### src/design/mdiofm_pkg.sv
// Package for the MDIO management frame master.
// Holds the frame timing constants, the action codes and the item and result types.
// No dependencies; every design file refers to it by scoped names.
package mdiofm_pkg;

    localparam int PREAMBLE_BITS = 32;
    localparam int POS_W         = 7;

    localparam logic [POS_W-1:0] POS_HDR_START  = POS_W'(PREAMBLE_BITS);
    localparam logic [POS_W-1:0] POS_TA_START   = POS_W'(PREAMBLE_BITS + 14);
    localparam logic [POS_W-1:0] POS_DATA_START = POS_W'(PREAMBLE_BITS + 16);
    localparam logic [POS_W-1:0] POS_IDLE       = POS_W'(PREAMBLE_BITS + 32);

    localparam logic [1:0] START_BITS = 2'b01;
    localparam logic [1:0] OP_READ    = 2'b10;
    localparam logic [1:0] OP_WRITE   = 2'b01;

    typedef enum logic [1:0] {
        ACT_TICK  = 2'd0,
        ACT_READ  = 2'd1,
        ACT_WRITE = 2'd2,
        ACT_NONE  = 2'd3
    } action_t;

    typedef struct packed {
        action_t     action;
        logic [4:0]  reg_address;
        logic [15:0] write_data;
        logic        mdi_in;
    } item_t;

    typedef struct packed {
        logic        mdo;
        logic        mdo_enable;
        logic        busy_res;
        logic        done_res;
        logic [15:0] read_data;
        logic        request_ignored;
    } result_t;

endpackage

### src/design/mdiofm_frame_engine.sv
// Frame sequencer of the MDIO management frame master: holds the frame state and
// turns one bit-time transaction into one result in a single pass.
// Depends on mdiofm_pkg.
module mdiofm_frame_engine (
    input  logic              aclk,
    input  logic              aresetn,
    input  logic              step_en,
    input  mdiofm_pkg::item_t item,
    input  logic [4:0]        phy_address,
    output mdiofm_pkg::result_t result
);

    logic [mdiofm_pkg::POS_W-1:0] bit_position_reg, bit_position_next;
    logic                         frame_active_reg, frame_active_next;
    logic                         is_read_reg, is_read_next;
    logic [13:0]                  frame_header_reg, frame_header_next;
    logic [15:0]                  out_shift_reg, out_shift_next;
    logic [15:0]                  in_shift_reg, in_shift_next;

    logic                         request;
    logic                         start;
    logic [mdiofm_pkg::POS_W-1:0] pos;
    logic                         rd;
    logic [13:0]                  header;
    logic [15:0]                  oshift;
    logic                         done;

    always_comb begin
        request = (item.action == mdiofm_pkg::ACT_READ) ||
                  (item.action == mdiofm_pkg::ACT_WRITE);
        start   = request && !frame_active_reg;
        pos     = start ? '0 : bit_position_reg;
        rd      = start ? (item.action == mdiofm_pkg::ACT_READ) : is_read_reg;
        header  = start ? {mdiofm_pkg::START_BITS,
                           (item.action == mdiofm_pkg::ACT_READ) ?
                               mdiofm_pkg::OP_READ : mdiofm_pkg::OP_WRITE,
                           phy_address, item.reg_address}
                        : frame_header_reg;
        oshift  = start ? ((item.action == mdiofm_pkg::ACT_READ) ? 16'h0000 : item.write_data)
                        : out_shift_reg;

        bit_position_next = bit_position_reg;
        frame_active_next = frame_active_reg || start;
        is_read_next      = rd;
        frame_header_next = header;
        out_shift_next    = oshift;
        in_shift_next     = in_shift_reg;
        done              = 1'b0;

        result.mdo             = 1'b0;
        result.mdo_enable      = 1'b0;
        result.busy_res        = 1'b0;
        result.done_res        = 1'b0;
        result.request_ignored = request && frame_active_reg;

        if (frame_active_reg || start) begin
            result.busy_res = 1'b1;
            if (pos < mdiofm_pkg::POS_HDR_START) begin
                result.mdo        = 1'b1;
                result.mdo_enable = 1'b1;
            end else if (pos < mdiofm_pkg::POS_TA_START) begin
                result.mdo        = header[13];
                result.mdo_enable = 1'b1;
                frame_header_next = {header[12:0], 1'b0};
            end else if (pos < mdiofm_pkg::POS_DATA_START) begin
                result.mdo_enable = 1'b0;
            end else if (pos < mdiofm_pkg::POS_IDLE) begin
                if (rd) begin
                    in_shift_next = {in_shift_reg[14:0], item.mdi_in};
                end else begin
                    result.mdo        = oshift[15];
                    result.mdo_enable = 1'b1;
                    out_shift_next    = {oshift[14:0], 1'b0};
                end
            end else begin
                done = 1'b1;
            end
            if (done) begin
                frame_active_next = 1'b0;
                bit_position_next = '0;
            end else begin
                bit_position_next = pos + 1'b1;
            end
        end
        result.done_res  = done;
        result.read_data = in_shift_next;
    end

    always_ff @(posedge aclk) begin
        if (!aresetn) begin
            bit_position_reg <= '0;
            frame_active_reg <= 1'b0;
            is_read_reg      <= 1'b0;
            frame_header_reg <= '0;
            out_shift_reg    <= '0;
            in_shift_reg     <= '0;
        end else if (step_en) begin
            bit_position_reg <= bit_position_next;
            frame_active_reg <= frame_active_next;
            is_read_reg      <= is_read_next;
            frame_header_reg <= frame_header_next;
            out_shift_reg    <= out_shift_next;
            in_shift_reg     <= in_shift_next;
        end
    end

endmodule

### src/design/mdio_management_frame_master_core.sv
// Top level of the MDIO management frame master: input register, frame engine,
// result register and the PHY address register.
// Depends on mdiofm_pkg and mdiofm_frame_engine.
//
//   Channel   Ports                         Payload
//   input     s_tvalid/s_tready/s_tdata/    one bit time: action, register address,
//             s_tuser                       write data, sampled MDI level
//   result    m_tvalid/m_tready/m_tdata/    MDO level and enable, busy, read data,
//             m_tlast                       ignored flag; m_tlast marks frame end
//   config    cfg_we/cfg_wdata              PHY address
//
// One transaction per cycle is sustained while the result side takes every result; a result
// passes through the input register and the result register before it is presented.
// The frame engine state advances once per transaction in a single pass.
// A stall on the result side holds both registers and lowers s_tready.
// Reset is synchronous and clears the frame state and the PHY address.
module mdio_management_frame_master_core (
    input  logic        aclk,
    input  logic        aresetn,
    input  logic        cfg_we,
    input  logic [4:0]  cfg_wdata,
    input  logic        s_tvalid,
    output logic        s_tready,
    input  logic [23:0] s_tdata,  // reg_address[4:0], write_data[20:5], mdi_in[21], zero
    input  logic [1:0]  s_tuser,  // action[1:0]
    output logic        m_tvalid,
    input  logic        m_tready,
    output logic [23:0] m_tdata,  // mdo[0], mdo_enable[1], busy_res[2], read_data[18:3],
                                  // request_ignored[19], zero
    output logic        m_tlast   // done_res
);

    logic [4:0]          phy_address_reg;
    logic                in_valid_reg;
    mdiofm_pkg::item_t   in_item_reg;
    logic                out_valid_reg;
    mdiofm_pkg::result_t out_result_reg;
    mdiofm_pkg::result_t result;
    logic                advance;
    logic                s_accept;

    assign advance  = in_valid_reg && (!out_valid_reg || m_tready);
    assign s_tready = !in_valid_reg || advance;
    assign s_accept = s_tvalid && s_tready;

    always_ff @(posedge aclk) begin
        if (!aresetn) begin
            phy_address_reg <= '0;
        end else if (cfg_we) begin
            phy_address_reg <= cfg_wdata;
        end
    end

    always_ff @(posedge aclk) begin
        if (!aresetn) begin
            in_valid_reg <= 1'b0;
        end else if (s_tready) begin
            in_valid_reg <= s_tvalid;
        end
    end

    always_ff @(posedge aclk) begin
        if (s_accept) begin
            in_item_reg.action      <= mdiofm_pkg::action_t'(s_tuser);
            in_item_reg.reg_address <= s_tdata[4:0];
            in_item_reg.write_data  <= s_tdata[20:5];
            in_item_reg.mdi_in      <= s_tdata[21];
        end
    end

    mdiofm_frame_engine u_engine (
        .aclk        (aclk),
        .aresetn     (aresetn),
        .step_en     (advance),
        .item        (in_item_reg),
        .phy_address (phy_address_reg),
        .result      (result)
    );

    always_ff @(posedge aclk) begin
        if (!aresetn) begin
            out_valid_reg <= 1'b0;
        end else if (advance) begin
            out_valid_reg <= 1'b1;
        end else if (m_tready) begin
            out_valid_reg <= 1'b0;
        end
    end

    always_ff @(posedge aclk) begin
        if (advance) begin
            out_result_reg <= result;
        end
    end

    assign m_tvalid = out_valid_reg;
    assign m_tlast  = out_result_reg.done_res;
    assign m_tdata  = {4'b0000,
                       out_result_reg.request_ignored,
                       out_result_reg.read_data,
                       out_result_reg.busy_res,
                       out_result_reg.mdo_enable,
                       out_result_reg.mdo};

endmodule

### config.mk
export PLATFORM = sky130hd
export DESIGN_NAME = mdio_management_frame_master_core
export DESIGN_NICKNAME = d
export VERILOG_FILES = /design/src/design/mdiofm_pkg.sv /design/src/design/mdiofm_frame_engine.sv /design/src/design/mdio_management_frame_master_core.sv
export SDC_FILE = /design/constraint.sdc
export NUM_CORES = 1
export LEC_CHECK = 0
export BUFFER_PORTS_ARGS = -buffer_cell sky130_fd_sc_hd__buf_2
export CORE_MARGIN = 1.5
export CORE_UTILIZATION = 35
export CTS_CLUSTER_SIZE = 14
export DETAILED_ROUTE_END_ITERATION = 7
export GPL_TIMING_DRIVEN = 0
export PLACE_DENSITY = 0.54
export SYNTH_ARGS = -nofsm -noshare
export SYNTH_HDL_FRONTEND = slang
export SYNTH_SLANG_ARGS = --single-unit
### constraint.sdc
create_clock -name aclk -period 4 [get_ports aclk]
set_clock_uncertainty 0.2 [all_clocks]
set_input_delay 0.2 -clock aclk [delete_from_list [all_inputs] [get_ports aclk]]
set_output_delay 0.2 -clock aclk [all_outputs]
set_load 0.005 [all_outputs]
==> flow_metrics.py <==
metrics = {
    "layout": {
        "register_area_um2": 2590,
        "layout.cells.most_common": "dfxtp_1",
        "insertedDiodeCount": 0,
        "post-route-util_pct": 44.7,
        "multiInputGateArea_um2": 2070,
        "layout_common_cells": "62 x dfxtp_1, 60 x buf_2, 45 x edfxtp_1",
        "syn_to_final_growth_pct": 23.1,
        "largest_reg_flops": 24,
        "fillers": 1270,
        "nNetsFinal": 557,
        "drive_gt1_share_pct": 26.9,
    },
    "global_routing": {
        "grt_max_degree": 28,
        "grt_pass1_vias": 3367,
        "grt.total_usage_pct": 14.4,
        "antenna_found_initial": 0,
        "grt_pass1_wl_mm": 16.5,
        "overflow": 0,
    },
    "floorplanning": {
        "core_area_um2": 13400,
        "die-area_um2": 14600,
        "die_w_um": 121,
        "rows": 42,
        "dieHeight_um": 121,
        "pin_count": 63,
        "initial_core_util_pct": 36.3,
    },
    "synthesis": {
        "synth_seq_area_share_pct": 53.3,
        "synth_edf_count": 45,
        "synthArstFlopShare_pct": 0,
        "ys_types": 52,
        "yosysWarnings": 0,
        "synthTopCellsByArea": "edfxtp_1 28%, dfxtp_1 26%, mux2_2 8.3%",
        "synth_top_cell_by_area": "edfxtp_1",
        "synth_top_area_share_pct": 27.8,
        "ys_ff_latch": 107,
        "synth-main-ff-cell": "dfxtp_1",
        "syn_area_um2": 4860,
        "postSynthCellCount": 420,
        "avgSynthCellArea_um2": 11.6,
    },
    "sta": {
        "tns_ns": 0,
        "maxSlewViolCount": 0,
        "rsz0062_at_grt": "no",
        "hold_viol": 0,
        "fin_crit_ns": 3.05,
        "max_freq_mhz": 327,
        "relSlewSlack_pct": 25.7,
        "max_slew.worst_pin.slew_ns": 1.11,
        "setup_ws_ns": 0.945,
        "period_share_pct": 76.4,
        "finalSetupViolCount": 0,
    },
    "route": {
        "via_per_inst": 4.87,
        "dr.pass1.iters": 4,
        "ant_nets": 0,
        "drc": 0,
        "vias": 3406,
        "drt_first_iter_violations": 181,
        "wl_per_cell_um": 14.3,
        "wl_mm": 9.99,
    },
    "clock_tree": {
        "cts_tree": "built",
        "cts_buffer_depth": 2,
        "clock_latency_ns": 0.36,
        "clk_pin_slew_worst_paths_ns": 0.07,
        "post_cts_resized": 0,
        "cts_root_buf": "clkbuf_16",
        "post_cts_buffers": 0,
        "cts.sinks": 107,
        "numCtsBuffers": 9,
        "h-tree-depth": 3,
    },
    "setup_path": {
        "end_kind": "flip-flop",
        "cp.required_ns": 4.03,
        "r2r_slack_ns": 0.95,
        "critPathLaunchType": "flip-flop",
        "cp_max_fo": 10,
        "worstSetupPathType": "reg -> reg",
        "critical_path_arrival_ns": 3.09,
    },
    "place": {
        "dp_hpwl_mm": 6.72,
        "dp_slack_ns": 0.970,
        "gp_congestion": 0.771,
        "port_buffers": 55,
    },
    "run": {
        "maxCapViolCount": 0,
    },
    "pwr": {
        "max-vdd-ir-drop_mv": 0.165,
        "leakage_nw": 2.31,
        "power_density_nw_per_um2": 399,
    },
    "worst_hold_path": {
        "worstHoldPathType": "in -> reg",
    },
    "status": {
        "status": "finished clean",
    },
}
## power breakdown
group	switching [mW]	leakage, nW	internal [mW]
Clock	0.400	0.151	0.550
Combinational	0.131	1.24	0.110
Sequential	0.0153	0.924	1.18
## Yosys cell counts, types with 3 or more instances
cell / n
a21boi_0: 6
a21oi_1: 20
and2_1: 4
buf_2: 5
buf_4: 5
clkbuf_1: 22
dfxtp_1: 62
edfxtp_1: 45
inv_1: 4
mux2_2: 36
mux2_4: 7
mux2i_1: 32
nand2_1: 13
nand2b_1: 3
nand3_1: 32
nand3b_1: 5
nor2_1: 4
nor2b_1: 26
nor3_1: 3
nor4b_1: 16
o211a_1: 3
o211ai_1: 3
o21ai_0: 24
o21ai_2: 5
## critical path, stage by stage, from the launching register on
cell and delay (ns):
edfxtp_1 0.37, ha_1 0.47, or2_2 0.16, clkbuf_1 0.33
clkbuf_1 0.40, and2_1 0.20, ha_1 0.22, nand3_1 0.15
nor3b_1 0.18, o211ai_1 0.16, o31ai_1 0.09
## routing by layer
metal	vias up	track usage (%)	share of wire, %
met2	57	23.6	47
met4	0	6.32	2.0
met3	16	2.68	2.8
li1	1725	-	-
met5	-	0	0
met1	1608	18.6	48
## repair_timing
action / 4_1_cts / 5_1_grt
hold endpoints to repair: 30 / 0
hold buffers: 30 / 0
endpoints found under the setup margin: 0 / 0
## cell families after synthesis
kind of cell / count (synthesis) / share of synthesized area, %
and+or+nand+nor: 123 / 15.6
DFF: 107 / 53.3
muxes: 75 / 17.1
AOI/OAI and AO/OA: 70 / 8.96
buffers and inverters: 42 / 4.43
adders and majority gates: 2 / 0.515
other: 1 / 0.0771
## area by class of cell
| type | instances | share of cell area, % |
|---|---|---|
| Buffer | 38 | 3.34 |
| Clock inverter | 6 | 1.48 |
| Tap cell | 176 | 3.68 |
| Sequential cell | 107 | 43.3 |
| Timing Repair Buffer | 85 | 9.61 |
| Inverter | 4 | 0.251 |
| Multi-Input combinational cell | 274 | 34.5 |
| Clock buffer | 10 | 3.82 |
## per-stage QoR
stage | instances | area (um^2) | total power, mW | hold WS [ns]
3_3_place_gp | 654 | 5370 | 1.44 | 0.176
5_1_grt | 700 | 5990 | 2.49 | 0.0936
3_5_place_dp | 654 | 5370 | 1.44 | 0.178
2_1_floorplan | 423 | 4870 | 1.37 | 0.0989
4_1_cts | 700 | 5990 | 2.42 | 0.0364
6_report | 700 | 5990 | 2.39 | 0.0550
## path summary, 6_finish.rpt
path	from	to	depth (start not counted)
hold / removal	m_tready	in_valid_reg$_SDFFE_PN0N_	4
setup / recovery	in_item_reg[22]$_DFFE_PP_	u_engine.bit_position_reg[4]$_SDFFE_PN0P_	10
hold reg to reg	u_engine.frame_header_reg[13]$_SDFFE_PN0P_	u_engine.frame_header_reg[13]$_SDFFE_PN0P_	2
setup reg to reg	in_item_reg[22]$_DFFE_PP_	u_engine.bit_position_reg[4]$_SDFFE_PN0P_	10
Power figures use the tool's default switching activity.
